<file path="src/sv/ckb_pkg.sv">
// ----------------------------------------------------------------------------
// ckb_pkg
// Types, constants and register codes shared by the color-key sprite blitter.
// ----------------------------------------------------------------------------
package ckb_pkg;

  localparam int FRAME_SHORT = 320;
  localparam int FRAME_LONG  = 480;
  localparam int FRAME_CELLS = FRAME_SHORT * FRAME_LONG;
  localparam int ADDR_W      = $clog2(FRAME_CELLS);

  localparam int COORD_W     = 10;
  localparam int DIM_W       = $clog2(FRAME_LONG + 1) > $clog2(FRAME_SHORT + 1) ?
                               $clog2(FRAME_LONG + 1) : $clog2(FRAME_SHORT + 1);
  localparam int PROD_W      = COORD_W + DIM_W;
  localparam int RGB_W       = 24;
  localparam int POS_W       = 9;
  localparam int MODE_W      = 3;

  localparam logic [COORD_W-1:0] COORD_MAX = '1;
  localparam logic [DIM_W-1:0]   COLS_PORTRAIT  = DIM_W'(FRAME_SHORT);
  localparam logic [DIM_W-1:0]   ROWS_PORTRAIT  = DIM_W'(FRAME_LONG);
  localparam logic [DIM_W-1:0]   COLS_LANDSCAPE = DIM_W'(FRAME_LONG);
  localparam logic [DIM_W-1:0]   ROWS_LANDSCAPE = DIM_W'(FRAME_SHORT);
  localparam logic [ADDR_W-1:0]  LAST_CELL      = ADDR_W'(FRAME_CELLS - 1);

  // Mode bit positions.
  localparam int MODE_KEY     = 0;
  localparam int MODE_RECOLOR = 1;
  localparam int MODE_LAND    = 2;

  // Register map: index = paddr[4:2].
  localparam int PADDR_W   = 5;
  localparam int REG_IDX_W = 3;
  localparam logic [REG_IDX_W-1:0] REG_ORIGIN_X      = 3'd0;
  localparam logic [REG_IDX_W-1:0] REG_ORIGIN_Y      = 3'd1;
  localparam logic [REG_IDX_W-1:0] REG_SPRITE_WIDTH  = 3'd2;
  localparam logic [REG_IDX_W-1:0] REG_MODE_BITS     = 3'd3;
  localparam logic [REG_IDX_W-1:0] REG_KEY_COLOR     = 3'd4;
  localparam logic [REG_IDX_W-1:0] REG_RECOLOR_MATCH = 3'd5;
  localparam logic [REG_IDX_W-1:0] REG_RECOLOR_VALUE = 3'd6;

  typedef struct packed {
    logic [RGB_W-1:0] pixel_color;
    logic             first_pixel;
  } in_t;

  typedef struct packed {
    logic [COORD_W-1:0] pixel_x;
    logic [COORD_W-1:0] pixel_y;
    logic [RGB_W-1:0]   shown_color;
    logic [RGB_W-1:0]   background_color;
    logic               in_frame;
  } out_t;

  typedef struct packed {
    logic [POS_W-1:0]  origin_x;
    logic [POS_W-1:0]  origin_y;
    logic [POS_W-1:0]  sprite_width;
    logic [MODE_W-1:0] mode_bits;
    logic [RGB_W-1:0]  key_color;
    logic [RGB_W-1:0]  recolor_match;
    logic [RGB_W-1:0]  recolor_value;
  } cfg_t;

  // Position of the pixel being accepted, as seen by the frame access.
  typedef struct packed {
    logic [COORD_W-1:0] x;
    logic [COORD_W-1:0] y;
    logic               in_bounds;
    logic               landscape;
    logic [ADDR_W-1:0]  addr;
  } pos_t;

endpackage

</file>
<file path="src/sv/ckb_cfg_regs.sv">
// ----------------------------------------------------------------------------
// ckb_cfg_regs
// APB-style register file holding origin, width, mode and color settings.
// ----------------------------------------------------------------------------
module ckb_cfg_regs (
  input  logic                        clk,
  input  logic                        rst_n,
  input  logic                        psel,
  input  logic                        penable,
  input  logic                        pwrite,
  input  logic [ckb_pkg::PADDR_W-1:0] paddr,
  input  logic [31:0]                 pwdata,
  output logic [31:0]                 prdata,
  output logic                        pready,
  output ckb_pkg::cfg_t               cfg
);

  ckb_pkg::cfg_t cfg_r;
  logic [ckb_pkg::REG_IDX_W-1:0] idx;
  logic wr_en;

  assign pready = 1'b1;
  assign idx    = paddr[ckb_pkg::PADDR_W-1:2];
  assign wr_en  = psel & penable & pwrite & pready;

  always_ff @(posedge clk) begin
    if (!rst_n) begin
      cfg_r.origin_x      <= '0;
      cfg_r.origin_y      <= '0;
      cfg_r.sprite_width  <= ckb_pkg::POS_W'(1);
      cfg_r.mode_bits     <= '0;
      cfg_r.key_color     <= '0;
      cfg_r.recolor_match <= '0;
      cfg_r.recolor_value <= '0;
    end else if (wr_en) begin
      case (idx)
        ckb_pkg::REG_ORIGIN_X:      cfg_r.origin_x      <= pwdata[ckb_pkg::POS_W-1:0];
        ckb_pkg::REG_ORIGIN_Y:      cfg_r.origin_y      <= pwdata[ckb_pkg::POS_W-1:0];
        ckb_pkg::REG_SPRITE_WIDTH:  cfg_r.sprite_width  <= pwdata[ckb_pkg::POS_W-1:0];
        ckb_pkg::REG_MODE_BITS:     cfg_r.mode_bits     <= pwdata[ckb_pkg::MODE_W-1:0];
        ckb_pkg::REG_KEY_COLOR:     cfg_r.key_color     <= pwdata[ckb_pkg::RGB_W-1:0];
        ckb_pkg::REG_RECOLOR_MATCH: cfg_r.recolor_match <= pwdata[ckb_pkg::RGB_W-1:0];
        ckb_pkg::REG_RECOLOR_VALUE: cfg_r.recolor_value <= pwdata[ckb_pkg::RGB_W-1:0];
        default: ;
      endcase
    end
  end

  always_comb begin
    case (idx)
      ckb_pkg::REG_ORIGIN_X:      prdata = 32'(cfg_r.origin_x);
      ckb_pkg::REG_ORIGIN_Y:      prdata = 32'(cfg_r.origin_y);
      ckb_pkg::REG_SPRITE_WIDTH:  prdata = 32'(cfg_r.sprite_width);
      ckb_pkg::REG_MODE_BITS:     prdata = 32'(cfg_r.mode_bits);
      ckb_pkg::REG_KEY_COLOR:     prdata = 32'(cfg_r.key_color);
      ckb_pkg::REG_RECOLOR_MATCH: prdata = 32'(cfg_r.recolor_match);
      ckb_pkg::REG_RECOLOR_VALUE: prdata = 32'(cfg_r.recolor_value);
      default:                    prdata = '0;
    endcase
  end

  assign cfg = cfg_r;

endmodule

</file>
<file path="config.mk">
export PLATFORM = sky130hd
export DESIGN_NAME = ckb_cfg_regs
export DESIGN_NICKNAME = d
export VERILOG_FILES = /design/src/sv/ckb_pkg.sv /design/src/sv/ckb_cfg_regs.sv
export SDC_FILE = /design/constraint.sdc
export NUM_CORES = 1
export LEC_CHECK = 0
export BUFFER_PORTS_ARGS = -buffer_cell sky130_fd_sc_hd__buf_2
export CORE_UTILIZATION = 40
export CTS_CLUSTER_SIZE = 10
export DETAILED_ROUTE_END_ITERATION = 6
export GPL_TIMING_DRIVEN = 0
export PLACE_DENSITY_LB_ADDON = 0.15
export SLEW_MARGIN = 20
export SYNTH_ARGS = -nofsm -noshare
export SYNTH_HDL_FRONTEND = slang
export SYNTH_SLANG_ARGS = --single-unit
</file>
<file path="constraint.sdc">
create_clock -name clk -period 2.15 [get_ports clk]
set_clock_uncertainty 0.15 [all_clocks]
set_input_delay 0.43 -clock clk [delete_from_list [all_inputs] [get_ports clk]]
set_output_delay 0.43 -clock clk [all_outputs]
set_load 0.01 [all_outputs]
</file>
==> summary by stage <==
Run status
The run finished, with violations left. The checks that failed: design-rule violations.

STA
The headroom to the max-slew limit is 56.1%. Subtracting the final worst setup slack from the clock period gives 2140 ps. The share of the clock period used by the worst path is 99.6%. The number of max-slew violations in the final report is 0. For this run, the top clock speed supported by timing is 467 MHz.

At the pin with the least slew margin, the transition time is 658 ps. Setup violations remaining at the end of the flow were counted as 0. Setup repair after global routing could not meet its margin everywhere. The hold violation total from the final report is 0.

Layout
In the final layout, the share of cells above drive strength 1 is 35.4%. The register with the most flip-flops in the layout has 102 of them. The post-route non-filler standard cell count is 817.

The layout overhead on the synthesized area is 30.0%. The final net count is 710.

Setup path
The number of buffers and inverters on the critical path is 3. In this run the critical register-to-register path is launched from cfg[83]. Walking the worst path, the cells encountered are buf_2 -> buf_12 -> nand2b_4 -> o221a_2 -> a221oi_1 -> buf_2. The worst setup path is launched from an input pin. For this run, the slowest stage of the critical path takes 260 ps. At the worst endpoint, the arrival time is 1560 ps. The critical path runs through a total of 6 cells. The data required time of the critical path is 1570 ps. In this design, the largest share of critical-path delay is due to compound AO/OA/AOI/OAI gates. The largest fanout of any net on the critical path is 10. The type of the worst setup path is input pin to primary output.

STA classifies the critical path endpoint as a primary output. The worst register-to-register path has a depth of 2. The capture point of the worst reg-to-reg path is cfg[83]. The master of the slowest instance on the critical path is a221oi_1. The cell that appears most often on the critical path is buf_2.

The slack of the worst reg-to-reg path is 1320 ps.

Logic synthesis
The commonest cells after synthesis are mux2i_1 (126), nand2_1 (125), dfxtp_1 (102). Synthesis instantiated 33 different standard cells from the library. Of all flip-flops after synthesis, the portion carrying an async set or reset was 0%. The Yosys step of the flow raised 0 warnings. The post-synthesis average cell area is 9.74 µm².

The sequential share of the synthesized area is 42.9%. Synthesis inferred 102 register bits. The cell count after synthesis came out at 489. The mapped netlist covers 4760 µm². After synthesis, the cell types taking the most area are dfxtp_1 (43%), mux2i_1 (26%), nand2_1 (9.9%). In this run the biggest area consumer among cell types represents 42.9% of the synthesized area.

The most common cell in the netlist is mux2i_1. The most common flop cell mapped by yosys is dfxtp_1. The number of synthesized flops with an enable pin is 0. dfxtp_1 takes more of the synthesized area than any other cell.

GRT
The first global-routing pass estimated 23,000 µm of wire. The global-route congestion overflow total is 0. The initial antenna violation count is 2. Entering global routing, the biggest net connects 17 pins. The via count of the first global-routing pass is 3,994. The global-route usage over all layers is 24.4%.

Floorplan
The starting utilization of the core area is 41.4%. The floorplan step set the die height to 111 µm. Row generation in the floorplan step produced 39 rows.

The chip width is 111 µm. The core region is 11,500 µm². The number of primary I/O pins is 177. The floorplan step defined a die boundary enclosing 12,300 µm².

Power
The leakage power is 2.78 nW. The peak supply drop is 0.308 mV. The overall power is 3.79 mW. The power density of the placed cells is 612 nW/µm².

Run
Across the run, the number of max-cap violations was 0.

Clock network
Buffers inserted during clock tree synthesis total 9. The number of buffers on the longest clock path is 2. The post-CTS clock slew at the launch and capture registers of the worst setup and hold paths is 70 ps. The hold-fix buffer count after cts is 0.

The cell sitting at the root of the clock tree is a clkbuf_16. At the later pin of the worst-skew pair, clock insertion delay measures 340 ps. The clock net in this run drives a total of 102 sinks.

In this run the number of H-tree levels came out at 3. TritonCTS built the clock tree.

Place
The congestion estimate from routability-driven global placement came to 0.849. The wire-length estimate of the detail-placed layout is 10,900 µm. The total placed cells including tap cells is 794. The port buffer count is 155.

Min path
The type of the worst min-delay path is input pin to register. The hold path depth is 3. The destination of the worst hold path is cfg[19]. The startpoint of the tightest hold check path is pwdata[19].

Drt
In the final routed layout, each cell accounts on average for 18.6 µm. Before antenna repair, the detailed router went through 6 iterations. The routed layout has 4,208 vias. In this run, the number of DRC markers left after iteration 0 of detailed routing was 175. The detailed-route vias per instance is 5.15. The total wirelength of the detailed-routed design is 15,200 µm. In this run the remaining antenna-violating nets after routing total 0.

The DRC violation count after routing is 20.
-- per-stage QoR --
stage	setup slack (ps)	instance area, µm²	hold slack, ps	setup TNS (ps)	util [%]
floorplan	89.7	4790	338	0	-
global placement	-396	5740	302	-6430	49.9
detailed placement	-413	5740	312	-6880	49.9
CTS	-2.67	6130	204	-2.82	53.2
global route	-52.6	6190	241	-280	53.8
finish	8.13	6190	227	0	53.8
-- power by group --
group	total, mW	switching, mW	internal, mW
registers	1.91	0.0113	1.90
logic	0.350	0.219	0.131
clock network	1.53	0.740	0.787
total	3.79	0.971	2.82
-- cell type report --
| cell class | instances | area, µm² |
|---|---|---|
| Antenna cell | 1 | 2.50 |
| Buffer | 44 | 358 |
| Clock buffer | 11 | 233 |
| Clock inverter | 5 | 36.3 |
| Fill cell | 1088 | 5320 |
| Inverter | 3 | 11.3 |
| Multi-Input combinational cell | 347 | 2510 |
| Sequential cell | 102 | 2040 |
| Tap cell | 143 | 179 |
| Timing Repair Buffer | 161 | 823 |
-- cells by family (layout without fill, tap and decap cells) --
group | Yosys count | in the layout | share of synthesized area (%)
mux | 139 | 139 | 29.6
simple gates | 161 | 161 | 15.0
flops | 102 | 102 | 42.9
buf+inv | 47 | 224 | 6.04
other cells | 2 | 10 | 0.158
compound gates | 38 | 38 | 6.38
-- worst min-delay path: cells and delay by family --
kind / cells / cell delay [ps]
buf+inv: 1 / 100
mux: 1 / 70
simple gates: 1 / 80
-- placed cells by master, fill, tap and decap left out, types with 3 or more instances in the layout --
cell        count
a22oi_2         4
a32oi_1         4
and2_1         15
buf_2         159
buf_4          17
buf_6           8
buf_8           4
clkbuf_1       14
clkbuf_16       9
clkbuf_4        3
clkinvlp_4      3
conb_1          9
dfxtp_1       102
inv_1           3
mux2_2         13
mux2i_1       126
nand2_1       125
nor2_4          3
o21ai_0         3
o21ai_1         4
o2bb2ai_1      15
-- metal layers --
metal  vias up  track usage (%)  share of wire (%)
met4         2             7.93                1.5
met5         -                0              0.072
met3        22             5.03                7.0
met1      2003             31.4                 44
li1       2017                -                  -
met2       164             40.6                 47
-- repair_timing --
item	4_1_cts	5_1_grt
setup buffers	4	2
setup endpoints to repair	24	22
resized for setup	29	17
pin swaps	0	0
-- how the worst max path moves through the flow --
stage / end / startpoint
after floorplan: prdata[0] / paddr[3]
after global placement: prdata[5] / paddr[3]
after detailed placement: prdata[5] / paddr[3]
after CTS: prdata[4] / paddr[2]
after global routing: prdata[6] / paddr[2]
final: prdata[1] / paddr[3]
No activity file was read; power rests on OpenSTA's default activity.
