===== src/sv/ckb_pkg.sv =====
// ----------------------------------------------------------------------------
// ckb_pkg
// Types, constants and register codes shared by the color-key sprite blitter.
// ----------------------------------------------------------------------------
package ckb_pkg;

  localparam int FRAME_SHORT = 320;
  localparam int FRAME_LONG  = 480;
  localparam int FRAME_CELLS = FRAME_SHORT * FRAME_LONG;
  localparam int ADDR_W      = $clog2(FRAME_CELLS);

  localparam int COORD_W     = 10;
  localparam int DIM_W       = $clog2(FRAME_LONG + 1) > $clog2(FRAME_SHORT + 1) ?
                               $clog2(FRAME_LONG + 1) : $clog2(FRAME_SHORT + 1);
  localparam int PROD_W      = COORD_W + DIM_W;
  localparam int RGB_W       = 24;
  localparam int POS_W       = 9;
  localparam int MODE_W      = 3;

  localparam logic [COORD_W-1:0] COORD_MAX = '1;
  localparam logic [DIM_W-1:0]   COLS_PORTRAIT  = DIM_W'(FRAME_SHORT);
  localparam logic [DIM_W-1:0]   ROWS_PORTRAIT  = DIM_W'(FRAME_LONG);
  localparam logic [DIM_W-1:0]   COLS_LANDSCAPE = DIM_W'(FRAME_LONG);
  localparam logic [DIM_W-1:0]   ROWS_LANDSCAPE = DIM_W'(FRAME_SHORT);
  localparam logic [ADDR_W-1:0]  LAST_CELL      = ADDR_W'(FRAME_CELLS - 1);

  // Mode bit positions.
  localparam int MODE_KEY     = 0;
  localparam int MODE_RECOLOR = 1;
  localparam int MODE_LAND    = 2;

  // Register map: index = paddr[4:2].
  localparam int PADDR_W   = 5;
  localparam int REG_IDX_W = 3;
  localparam logic [REG_IDX_W-1:0] REG_ORIGIN_X      = 3'd0;
  localparam logic [REG_IDX_W-1:0] REG_ORIGIN_Y      = 3'd1;
  localparam logic [REG_IDX_W-1:0] REG_SPRITE_WIDTH  = 3'd2;
  localparam logic [REG_IDX_W-1:0] REG_MODE_BITS     = 3'd3;
  localparam logic [REG_IDX_W-1:0] REG_KEY_COLOR     = 3'd4;
  localparam logic [REG_IDX_W-1:0] REG_RECOLOR_MATCH = 3'd5;
  localparam logic [REG_IDX_W-1:0] REG_RECOLOR_VALUE = 3'd6;

  typedef struct packed {
    logic [RGB_W-1:0] pixel_color;
    logic             first_pixel;
  } in_t;

  typedef struct packed {
    logic [COORD_W-1:0] pixel_x;
    logic [COORD_W-1:0] pixel_y;
    logic [RGB_W-1:0]   shown_color;
    logic [RGB_W-1:0]   background_color;
    logic               in_frame;
  } out_t;

  typedef struct packed {
    logic [POS_W-1:0]  origin_x;
    logic [POS_W-1:0]  origin_y;
    logic [POS_W-1:0]  sprite_width;
    logic [MODE_W-1:0] mode_bits;
    logic [RGB_W-1:0]  key_color;
    logic [RGB_W-1:0]  recolor_match;
    logic [RGB_W-1:0]  recolor_value;
  } cfg_t;

  // Position of the pixel being accepted, as seen by the frame access.
  typedef struct packed {
    logic [COORD_W-1:0] x;
    logic [COORD_W-1:0] y;
    logic               in_bounds;
    logic               landscape;
    logic [ADDR_W-1:0]  addr;
  } pos_t;

endpackage


===== src/sv/ckb_cursor.sv =====
// ----------------------------------------------------------------------------
// ckb_cursor
// Sprite cursor: places each accepted pixel, advances and wraps the cursor,
// and forms the frame address of the position.
// ----------------------------------------------------------------------------
module ckb_cursor (
  input  logic          clk,
  input  logic          rst_n,
  input  logic          accept,
  input  logic          first_pixel,
  input  ckb_pkg::cfg_t cfg,
  output ckb_pkg::pos_t pos
);

  logic [ckb_pkg::COORD_W-1:0] cursor_x_r, cursor_x_nxt;
  logic [ckb_pkg::COORD_W-1:0] cursor_y_r, cursor_y_nxt;
  logic [ckb_pkg::COORD_W-1:0] x, y, width;
  logic [ckb_pkg::COORD_W:0]   next_x, limit;
  logic [ckb_pkg::DIM_W-1:0]   cols, rows;
  logic [ckb_pkg::PROD_W-1:0]  row_base, lin_addr;
  logic                        landscape;

  assign landscape = cfg.mode_bits[ckb_pkg::MODE_LAND];
  assign cols = landscape ? ckb_pkg::COLS_LANDSCAPE : ckb_pkg::COLS_PORTRAIT;
  assign rows = landscape ? ckb_pkg::ROWS_LANDSCAPE : ckb_pkg::ROWS_PORTRAIT;

  assign x = first_pixel ? ckb_pkg::COORD_W'(cfg.origin_x) : cursor_x_r;
  assign y = first_pixel ? ckb_pkg::COORD_W'(cfg.origin_y) : cursor_y_r;

  // A zero width wraps after every pixel, like a width of one.
  assign width  = (cfg.sprite_width == '0) ? ckb_pkg::COORD_W'(1)
                                           : ckb_pkg::COORD_W'(cfg.sprite_width);
  assign next_x = (ckb_pkg::COORD_W+1)'(x) + (ckb_pkg::COORD_W+1)'(1);
  assign limit  = (ckb_pkg::COORD_W+1)'(cfg.origin_x) + (ckb_pkg::COORD_W+1)'(width);

  // Multiply by the column count of the current orientation; only meaningful when in bounds.
  assign row_base = ckb_pkg::PROD_W'(y) * ckb_pkg::PROD_W'(cols);
  assign lin_addr = row_base + ckb_pkg::PROD_W'(x);

  always_comb begin
    if (next_x >= limit) begin
      cursor_x_nxt = ckb_pkg::COORD_W'(cfg.origin_x);
      cursor_y_nxt = (y < ckb_pkg::COORD_MAX) ? y + ckb_pkg::COORD_W'(1)
                                              : ckb_pkg::COORD_MAX;
    end else begin
      cursor_x_nxt = next_x[ckb_pkg::COORD_W-1:0];
      cursor_y_nxt = y;
    end
  end

  always_ff @(posedge clk) begin
    if (!rst_n) begin
      cursor_x_r <= '0;
      cursor_y_r <= '0;
    end else if (accept) begin
      cursor_x_r <= cursor_x_nxt;
      cursor_y_r <= cursor_y_nxt;
    end
  end

  assign pos.x         = x;
  assign pos.y         = y;
  assign pos.in_bounds = ((ckb_pkg::DIM_W+1)'(x) < (ckb_pkg::DIM_W+1)'(cols)) &&
                         ((ckb_pkg::DIM_W+1)'(y) < (ckb_pkg::DIM_W+1)'(rows));
  assign pos.landscape = landscape;
  assign pos.addr      = lin_addr[ckb_pkg::ADDR_W-1:0];

endmodule


===== config.mk =====
export PLATFORM = sky130hd
export DESIGN_NAME = ckb_cursor
export DESIGN_NICKNAME = d
export VERILOG_FILES = /design/src/sv/ckb_pkg.sv /design/src/sv/ckb_cursor.sv
export SDC_FILE = /design/constraint.sdc
export NUM_CORES = 1
export LEC_CHECK = 0
export ABC_CLOCK_PERIOD_IN_PS = 4100
export BUFFER_PORTS_ARGS = -buffer_cell sky130_fd_sc_hd__clkbuf_2
export CAP_MARGIN = 15
export CORE_MARGIN = 2
export CORE_UTILIZATION = 46
export DETAILED_ROUTE_END_ITERATION = 10
export PLACE_DENSITY_LB_ADDON = 0.2
export SLEW_MARGIN = 10
export SYNTH_ARGS = -nofsm -noshare
export SYNTH_HDL_FRONTEND = slang
export SYNTH_SLANG_ARGS = --single-unit

===== constraint.sdc =====
create_clock -name clk -period 4.1 [get_ports clk]
set_input_delay 0 -clock clk [delete_from_list [all_inputs] [get_ports clk]]
set_output_delay 0 -clock clk [all_outputs]
set_load 0.01 [all_outputs]

==> qor.csv, run 1 <==
stage,metric,value,unit
synthesis,syn_nets,634,
synthesis,ys_ff_latch,20,
detailed_routing,totalWireLength,9657,µm
setup_path,worst-path-buf-inv,3,
clocking,ctsHoldBuffers,0,
setup_path,worst_ep_required_time,4.10,ns
setup_path,crit_arrival,4.42,ns
placed_design,post-dp-hpwl,7613,µm
detailed_routing,wl_per_cell,14.90,µm
clocking,clock_latency,0.26,ns
synthesis,syn_area,0.003782,mm²
synthesis,yosysWarnings,0,
power_and_ir_drop,p_per_area,344.5,mW/mm²
synthesis,ys_seq_area_share,10.59,%
clocking,htree_levels,1,
finish,final_core_util,59.71,%
power_and_ir_drop,combPwrFrac,78.3,%
detailed_routing,drc,0,
timing,finClkSkew,0.004047,ns
power_and_ir_drop,swShare,44.03,%
hold_path,worstHoldStart,cfg[101],
die,die-area,0.008964,mm²
clocking,clock_sinks,20,
status,violations,setup timing,
setup_path,cpMostUsedCell,ha_4,
timing,final.min_clock_period,4.420,ns
timing,slew_headroom,59.04,%
timing,rsz0062_at_grt,true,
global_routing,grt_use_total,21.35,%
clocking,tritoncts,yes,
power_and_ir_drop,power_frac_clock,8.1,%
finish,stdcell_area,0.004832,mm²
power_and_ir_drop,p_total,1.665,mW
finish,finish.net_count,739,
finish,diodes,0,
finish,drive_above_1_share,36.28,%
clocking,root_buffer,clkbuf_8,
clocking,cts_max_path_buffers,2,
hold_path,holdCritPathClass,in2reg,
setup_path,cp_max_fo,3,
power_and_ir_drop,leakage,2.489,nW
global_routing,grt_max_degree,33,
placed_design,placed_cell_area,0.004509,mm²
timing,setup_viol,6,
setup_path,worstSetupStartpointType,flip-flop,
setup_path,crit_slowest_cell,fa_2,
detailed_routing,ant_nets,0,
timing,worstMarginPinSlew,0.6144,ns
detailed_routing,drt-pass1-iter-count,5,
setup_path,cp_top_family,adder cells,
global_routing,grt_pass1_wl,15470,µm
global_routing,gr-total-overflow,0,
global_routing,grt_pass1_vias,3344,
setup_path,path_cells,mux2_4 -> and2_4 -> inv_2 -> fa_1 -> fa_1 -> inv_2 -> ha_4 -> ha_4 -> fa_2 -> ha_4 -> o21ai_2 -> o21bai_1 -> a2111o_1 -> a221oi_2 -> o21ai_1 -> xnor2_1 -> buf_2,
timing,fin_ws,-0.3196,ns
placed_design,portBuffers,71,
power_and_ir_drop,irDropWorstVdd,0.2066,mV
die,die_w,94.68,µm
die,top_level_ports,146,
detailed_routing,vias,3586,
timing,slew_viol_final,0,
power_and_ir_drop,p_seq_share,13.5,%
timing,fmax,226.3,MHz
power_and_ir_drop,p_int,0.9316,mW
setup_path,max_stage_delay,0.56,ns
detailed_routing,drtIter0Drc,137,
synthesis,async_flop_share,0,%
setup_path,r2r-start,cursor_x_r[0],
setup_path,startpoint,cursor_y_r[1],
die,num_rows,33,
die,start_util,46.74,%
die,dieHeight,94.68,µm
power_and_ir_drop,power_switching,0.7330,mW
synthesis,synthCells,440,
synthesis,syn_avg_cell_area,8.596,µm²
synthesis,synth-edff-count,0,
setup_path,worstSetupPathType,reg2out,
placed_design,routabilityCongestion,0.8625,
timing,timing.final.crit_share,107.8,%
run,drv_cap,0,
clocking,cts.clk_slew.worst_paths,0.08,ns
synthesis,yosysUniqueCellTypes,71,
global_routing,antenna_found_initial,0,
die,coreArea,0.008093,mm²
timing,hold_viol,0,
setup_path,cp-end-kind,primary output,
status,outcome,"complete, but fails checks",
detailed_routing,viasPerCell,5.534,
clocking,cts_buffers,3,
synthesis,yosys_most_used_dff,dfxtp_1,
finish,syn2layout_area_growth,27.75,%
## routing by layer
| metal | up-vias | global-route usage, % | part of all wire, % | wire length [µm] |
|---|---|---|---|---|
| met3 | 10 | 2.235 | 4.2 | 402 |
| met1 | 1709 | 29.06 | 45 | 4339 |
| li1 | 1773 | - | - | - |
| met4 | 0 | 3.140 | 1.1 | 103 |
| met2 | 94 | 37.23 | 50 | 4811 |
| met5 | - | 0 | 0 | 0 |
## layout by cell type (no fill, tap or decap), types with 8 or more instances in the layout
cell	count
a21oi_1	21
a31oi_1	11
buf_2	8
buf_4	57
clkbuf_2	63
dfxtp_1	19
fa_1	17
ha_1	55
ha_4	15
inv_1	33
mux2i_1	9
nand2_1	46
nand3_1	13
nor2_1	15
o21ai_0	17
xnor2_1	18
xor2_1	8
## metrics by stage
step | setup WS, ns | hold WS (ns) | instances | TNS [ns]
final | -0.3196 | 0.02799 | 648 | -0.9888
after global routing | -0.4995 | 0.03244 | 648 | -1.944
after CTS | -0.3352 | 0.02475 | 646 | -1.101
after detailed placement | -0.2328 | 0.3041 | 638 | -0.5666
after global placement | -0.2008 | 0.2884 | 638 | -0.5105
after floorplan | -0.1743 | 0.09177 | 440 | -0.1910
## cells by family (layout without fill, tap and decap cells)
| logic type | Yosys count | in the layout | share of synthesized area (%) |
|---|---|---|---|
| compound gates | 99 | 99 | 18.43 |
| fa+ha+maj | 88 | 88 | 32.68 |
| xor+xnor | 29 | 29 | 6.914 |
| buf+inv | 67 | 170 | 8.799 |
| flops | 20 | 20 | 10.59 |
| mux | 19 | 19 | 5.458 |
| simple gates | 118 | 118 | 17.14 |
## Yosys cell counts, drive strengths merged (3+ instances only)
cell / instances / share of area (%)
mux2i: 12 / 3.4
nor3: 4 / 0.53
a31oi: 11 / 1.8
nor2b: 4 / 0.66
and2: 3 / 0.50
nand4: 4 / 1.4
nand3b: 5 / 1.3
a21oi: 23 / 3.0
o211ai: 4 / 0.79
nor3b: 3 / 0.86
ha: 70 / 23
clkbuf: 14 / 1.5
o21ai: 26 / 3.5
a21boi: 3 / 0.89
buf: 16 / 3.6
dfxtp: 20 / 11
mux2: 7 / 2.1
nand4b: 3 / 1.1
xnor2: 21 / 5.1
fa: 18 / 9.5
a21o: 6 / 1.2
nor2: 17 / 1.7
o21a: 4 / 0.79
nand3: 14 / 2.0
nor4: 3 / 0.50
xor2: 8 / 1.9
inv: 37 / 3.7
nand2: 49 / 4.9
## power groups by stage
stage	clock network, mW	logic [mW]	registers [mW]
floorplan	0	0.732	0.227
global placement	0	1.07	0.229
detailed placement	0	1.09	0.230
CTS	0.138	1.21	0.225
global route	0.143	1.45	0.228
finish	0.136	1.30	0.226
## path summary, 6_finish.rpt
check	end	slack (ns)	depth (start not counted)
worst max-delay path	pos[17]	-0.32	17
worst min-delay path	cursor_x_r[8]	0.03	3
worst max register to register	cursor_y_r[8]	0.75	14
worst min register to register	cursor_x_r[9]	0.48	2
## state kept, by name, indices dropped and copies added, names as in the netlist
| name | count |
|---|---|
| cursor_x_r | 10 |
| cursor_y_r | 10 |
## final cells by class
| cell class | count | area, µm² |
|---|---|---|
| inverter | 37 | 138.9 |
| tap | 105 | 131.4 |
| clock buffer | 3 | 41.29 |
| multi-input combinational | 353 | 3313 |
| timing repair buffer | 130 | 805.8 |
| fill | 740 | 3261 |
| sequential | 20 | 401.6 |
## worst min-delay path, cell delays in order
cell	delay, ns
clkbuf_2	0.11
nand2_1	0.06
a31oi_1	0.07
## repair_timing
item / in CTS / in global routing
gates resized for setup: 21 / 24
pin swaps: 25 / 8
setup endpoints to repair: 6 / 8
setup buffers: 5 / 3
Power figures use the tool's default switching activity.
==> run 2, diff against run 1 <==
--- a/config.mk
+++ b/config.mk
@@ -12,6 +12,7 @@
 export CORE_UTILIZATION = 46
 export DETAILED_ROUTE_END_ITERATION = 10
 export PLACE_DENSITY_LB_ADDON = 0.2
+export RECOVER_POWER = 50
 export SLEW_MARGIN = 10
 export SYNTH_ARGS = -nofsm -noshare
 export SYNTH_HDL_FRONTEND = slang
==> qor.csv, run 2 (synthesis results as in run 1) <==
stage,metric,value,unit,change
timing,worstMarginPinSlew,0.6113,ns,was 0.6144 ns
clocking,clock_latency,0.26,ns,about the same
timing,timing.final.crit_share,107.9,%,was 107.8%
power_and_ir_drop,p_total,1.667,mW,was 1.665 mW
die,dieHeight,94.68,µm,unchanged
timing,hold_viol,0,,unchanged
finish,most-common-layout-cells,"clkbuf_2, buf_4, ha_1, nand2_1, inv_1",,unchanged
placed_design,routabilityCongestion,0.8625,,unchanged
finish,drive_above_1_share,36.10,%,was 36.28%
clocking,clock_sinks,20,,unchanged
timing,slew_viol_final,0,,unchanged
finish,finish.net_count,739,,unchanged
global_routing,grt_use_total,21.35,%,unchanged
detailed_routing,ant_nets,0,,unchanged
global_routing,antenna_found_initial,0,,unchanged
status,violations,setup timing,,unchanged
global_routing,grt_max_degree,33,,unchanged
die,top_level_ports,146,,unchanged
power_and_ir_drop,leakage,2.485,nW,was 2.489 nW
timing,slew_headroom,59.25,%,was 59.04%
detailed_routing,totalWireLength,9698,µm,was 9657 µm
timing,setup_viol,6,,unchanged
placed_design,portBuffers,71,,unchanged
finish,final_common_cell,clkbuf_2,,unchanged
clocking,cts_max_path_buffers,2,,unchanged
clocking,cts.clk_slew.worst_paths,0.08,ns,about the same
timing,fmax,226.1,MHz,was 226.3 MHz
clocking,tritoncts,yes,,unchanged
clocking,cts_buffers,3,,unchanged
status,outcome,"complete, but fails checks",,unchanged
die,die_w,94.68,µm,unchanged
detailed_routing,vias,3569,,"was 3,586"
timing,finClkSkew,0.003863,ns,was 0.004047 ns
finish,syn2layout_area_growth,27.65,%,was 27.75%
setup_path,worstSetupPathType,reg2out,,unchanged
setup_path,cp-end-kind,primary output,,unchanged
timing,rsz0062_at_grt,true,,unchanged
placed_design,dp_slack,-0.2328,ns,unchanged
setup_path,crit_arrival,4.42,ns,about the same
detailed_routing,drc,0,,unchanged
global_routing,gr-total-overflow,0,,unchanged
setup_path,worstSetupStartpointType,flip-flop,,unchanged
detailed_routing,wl_per_cell,14.97,µm,was 14.90 µm
setup_path,worst_ep_required_time,4.10,ns,about the same
run,drv_cap,0,,unchanged
die,num_rows,33,,unchanged
hold_path,holdCritPathClass,in2reg,,unchanged
global_routing,grt_pass1_vias,3344,,unchanged
detailed_routing,drt-pass1-iter-count,6,,was 5
setup_path,cp_max_fo,3,,unchanged
die,coreArea,0.008093,mm²,unchanged
clocking,root_buffer,clkbuf_8,,unchanged
power_and_ir_drop,p_per_area,345.3,mW/mm²,was 344.5 mW/mm²
detailed_routing,viasPerCell,5.508,,was 5.534
placed_design,post-dp-hpwl,7613,µm,unchanged
die,die-area,0.008964,mm²,unchanged
timing,final.min_clock_period,4.422,ns,was 4.420 ns
clocking,htree_levels,1,,unchanged
power_and_ir_drop,irDropWorstVdd,0.2066,mV,about the same
finish,top_regs,"cursor_x_r (10), cursor_y_r (10)",,unchanged
die,start_util,46.74,%,unchanged
detailed_routing,drtIter0Drc,137,,unchanged
timing,fin_ws,-0.3224,ns,was -0.3196 ns
global_routing,grt_pass1_wl,15470,µm,unchanged
finish,diodes,0,,unchanged
## run 2: cell count changes in the layout (fill, tap and decap cells not counted), sizes merged
cell / delta
buf: -1
clkbuf: +1
## run 2: final timing paths
check                  end  cells past startpoint  slack, ns           from
min          cursor_x_r[8]                      3       0.03       cfg[101]
min reg2reg  cursor_x_r[9]                      2       0.48  cursor_x_r[9]
max reg2reg  cursor_y_r[8]                     14       0.75  cursor_x_r[0]
max                pos[15]                     17      -0.32  cursor_y_r[1]
## run 2: timing repair
| item | in CTS | in global routing |
|---|---|---|
| setup endpoints to repair | 6 | 8 |
| hold buffers | 0 | 0 |
| pin swaps | 25 | 8 |
| cloned | 0 | 0 |
| resized for setup | 21 | 24 |
| buffers inserted | 5 | 3 |
## run 2: power by group
group	internal, mW	switching, mW
registers	0.212	0.0142
logic	0.654	0.651
clock network	0.0657	0.0710
## run 2: routing by layer
| layer | part of all wire, % | track usage [%] | vias up | wire length [µm] |
|---|---|---|---|---|
| met5 | 0 | 0 | - | 0 |
| met4 | 1.1 | 3.140 | 0 | 104 |
| met3 | 3.4 | 2.235 | 10 | 333 |
| met2 | 50 | 37.23 | 80 | 4828 |
| met1 | 46 | 29.06 | 1706 | 4432 |
| li1 | - | - | 1773 | - |
## run 2: worst max-delay path, cell delays in order, from the launching register on
cell and delay (ns):
dfxtp_2 0.32, mux2_4 0.29, and2_4 0.15, inv_2 0.05
fa_1 0.43, fa_1 0.52, inv_2 0.05, ha_4 0.15
ha_4 0.21, fa_2 0.56, ha_4 0.21, o21ai_2 0.05
o21bai_1 0.09, a2111o_1 0.34, a221oi_2 0.31, buf_4 0.17
xnor2_2 0.09, buf_2 0.15
## run 2: through the flow
step	TNS [ns]	instance area, µm²	std cells	utilization (%)	hold slack, ns
floorplan	-0.1910	3834	440	-	0.09177
global placement	-0.5105	4509	638	55.72	0.2884
detailed placement	-0.5666	4509	638	55.72	0.3041
CTS	-1.101	4698	646	58.06	0.02475
global route	-1.944	4828	648	59.66	0.03244
finish	-1.006	4828	648	59.66	0.02517
## run 2: final cells by class
cell class                 instances  area, µm²
tap                              105      131.4
fill                             742       3264
multi-input combinational        353       3313
timing repair buffer             130      802.0
clock buffer                       3      41.29
inverter                          37      138.9
sequential                        20      401.6
==> run 3, diff against run 2 <==
--- a/config.mk
+++ b/config.mk
@@ -5,11 +5,11 @@
 export SDC_FILE = /design/constraint.sdc
 export NUM_CORES = 1
 export LEC_CHECK = 0
-export ABC_CLOCK_PERIOD_IN_PS = 4100
+export ABC_CLOCK_PERIOD_IN_PS = 5500
 export BUFFER_PORTS_ARGS = -buffer_cell sky130_fd_sc_hd__clkbuf_2
 export CAP_MARGIN = 15
 export CORE_MARGIN = 2
-export CORE_UTILIZATION = 46
+export CORE_UTILIZATION = 55
 export DETAILED_ROUTE_END_ITERATION = 10
 export PLACE_DENSITY_LB_ADDON = 0.2
 export RECOVER_POWER = 50
==> constraint.sdc (replaced) <==
create_clock -name clk -period 5.5 [get_ports clk]
set_input_delay 0 -clock clk [delete_from_list [all_inputs] [get_ports clk]]
set_output_delay 0 -clock clk [all_outputs]
set_load 0.01 [all_outputs]
==> qor.csv, run 3 (synthesis results as in run 1) <==
stage,metric,value,unit,change
global_routing,grt_pass1_vias,3056,,"was 3,344"
finish,most-common-layout-cells,"ha_1, clkbuf_2, nand2_1, inv_1, a21oi_1",,"was clkbuf_2, buf_4, ha_1, nand2_1, inv_1"
setup_path,cpMostUsedCell,ha_1,,was ha_4
global_routing,grt_use_met1,32.75,%,was 29.06%
die,coreArea,0.006719,mm²,was 0.008093 mm²
finish,syn2layout_area_growth,7.410,%,was 27.65%
timing,final.min_clock_period,5.027,ns,
finish,finalNonFillerCells,565,,was 648
run,drv_cap,0,,unchanged
placed_design,routabilityCongestion,0.8369,,was 0.8625
detailed_routing,totalWireLength,8308,µm,was 9698 µm
global_routing,antenna_found_initial,0,,unchanged
detailed_routing,drc,0,,unchanged
setup_path,max_stage_delay,0.55,ns,was 0.56 ns
clocking,root_buffer,clkbuf_8,,unchanged
timing,worstMarginPinSlew,1.107,ns,was 0.6113 ns
clocking,ctsHoldBuffers,0,,unchanged
clocking,tritoncts,yes,,unchanged
detailed_routing,ant_nets,0,,unchanged
setup_path,cp-end-kind,primary output,,unchanged
finish,final_common_cell,ha_1,,was clkbuf_2
global_routing,grt_use_total,22.26,%,was 21.35%
timing,slew_headroom,26.21,%,was 59.25%
global_routing,grt_pass1_wl,13860,µm,"was 15,470 µm"
clocking,clock_latency,0.26,ns,about the same
setup_path,crit_arrival,5.03,ns,was 4.42 ns
timing,rsz0062_at_grt,false,,was true
clocking,cts.clk_slew.worst_paths,0.08,ns,about the same
placed_design,post-dp-hpwl,6815,µm,was 7613 µm
setup_path,worstSetupPathType,reg2out,,unchanged
global_routing,busiest_layer,met2,,unchanged
die,start_util,56.29,%,was 46.74%
finish,top_regs,"cursor_x_r (10), cursor_y_r (10)",,unchanged
placed_design,portBuffers,71,,unchanged
die,top_level_ports,146,,unchanged
placed_design,placed_cells,562,,was 638
finish,diodes,0,,unchanged
clocking,cts_max_path_buffers,2,,unchanged
timing,finClkSkew,0.001850,ns,was 0.003863 ns
status,outcome,"finished, final reports clean",,"was complete, but fails checks"
clocking,clock_sinks,20,,unchanged
timing,slew_viol_final,0,,unchanged
global_routing,grt.met3_usage,3.791,%,was 2.235%
timing,whs,0.03383,ns,was 0.02517 ns
setup_path,worst_ep_required_time,5.50,ns,was 4.10 ns
timing,fmax,198.9,MHz,
clocking,cts_buffers,3,,unchanged
setup_path,worst-path-buf-inv,3,,was 4
timing,fin_tns_setup,0,ns,was -1.006 ns
detailed_routing,wl_per_cell,14.70,µm,was 14.97 µm
global_routing,gr-total-overflow,0,,unchanged
finish,finish.net_count,681,,was 739
setup_path,worstSetupStartpointType,flip-flop,,unchanged
setup_path,path_cells,mux2_2 -> and2_1 -> inv_1 -> fa_1 -> fa_1 -> inv_1 -> ha_1 -> ha_1 -> ha_1 -> ha_1 -> o21ai_0 -> o21bai_1 -> a2111o_1 -> a221oi_1 -> o21ai_0 -> xnor2_1 -> clkbuf_2,,was mux2_4 -> and2_4 -> inv_2 -> fa_1 -> fa_1 -> inv_2 -> ha_4 -> ha_4 -> fa_2 -> ha_4 -> o21ai_2 -> o21bai_1 -> a2111o_1 -> a221oi_2 -> buf_4 -> xnor2_2 -> buf_2
timing,setup_viol,0,,was 6
hold_path,holdCritPathClass,in2reg,,unchanged
die,dieHeight,86.93,µm,was 94.68 µm
setup_path,cp_top_family,adder cells,,unchanged
detailed_routing,drt-pass1-iter-count,4,,was 6
clocking,cts_setup_buffers,0,,was 5
setup_path,cp_max_fo,6,,was 3
clocking,htree_levels,1,,unchanged
power_and_ir_drop,leakage,2.133,nW,was 2.485 nW
timing,hold_viol,0,,unchanged
timing,timing.final.crit_share,91.39,%,
placed_design,placed_cell_area,0.004051,mm²,was 0.004509 mm²
setup_path,crit_slowest_cell,fa_1,,was fa_2
detailed_routing,drtIter0Drc,149,,was 137
power_and_ir_drop,irDropWorstVdd,0.2636,mV,was 0.2066 mV
power_and_ir_drop,p_per_area,232.2,mW/mm²,was 345.3 mW/mm²
clocking,ctsResizeCount,0,,was 21
detailed_routing,viasPerCell,5.876,,was 5.508
die,die_w,86.93,µm,was 94.68 µm
detailed_routing,vias,3320,,"was 3,569"
finish,stdcell_area,0.004063,mm²,was 0.004828 mm²
global_routing,grt_max_degree,33,,unchanged
global_routing,met2_usage,35.32,%,was 37.23%
finish,drive_above_1_share,16.08,%,was 36.10%
die,num_rows,30,,was 33
die,die-area,0.007556,mm²,was 0.008964 mm²
## run 3: worst min-delay path, stage by stage
cell and delay [ns]:
clkbuf_2 0.11, nand2_1 0.06, a31oi_1 0.07
## run 3: path summary, 6_finish.rpt
path / slack [ns] / startpoint / to / cells after the start
setup / recovery: 0.47 / cursor_y_r[1] / pos[17] / 17
hold reg to reg: 0.47 / cursor_x_r[9] / cursor_x_r[9] / 2
setup reg to reg: 1.75 / cursor_x_r[0] / cursor_y_r[4] / 13
hold / removal: 0.03 / cfg[101] / cursor_x_r[8] / 3
## run 3: power breakdown
group	internal (mW)	switching, mW	total [mW]
registers	0.158	0.0120	0.170
clock network	0.0489	0.0503	0.0991
logic	0.288	0.386	0.675
total	0.495	0.449	0.943
## run 3: per-stage QoR
step                      worst slack, ns  util [%]  power [mW]
after floorplan                     1.018         -      0.6919
after global placement             0.6566     60.30      0.8345
after detailed placement           0.5483     60.30      0.8554
after CTS                          0.4247     60.91      0.9579
after global routing               0.1639     60.47       1.048
final                              0.4734     60.47      0.9433
## run 3: final cells by class
class | instances | area, µm²
tap | 80 | 100.1
multi-input combinational | 353 | 3045
sequential | 20 | 400.4
clock buffer | 3 | 41.29
fill | 629 | 2656
timing repair buffer | 72 | 336.6
inverter | 37 | 138.9
## run 3: metal layers
layer,vias to the layer above,part of all wire (%)
met5,-,0
met4,0,0.55
met3,8,4.8
met2,85,44
met1,1577,50
li1,1650,-
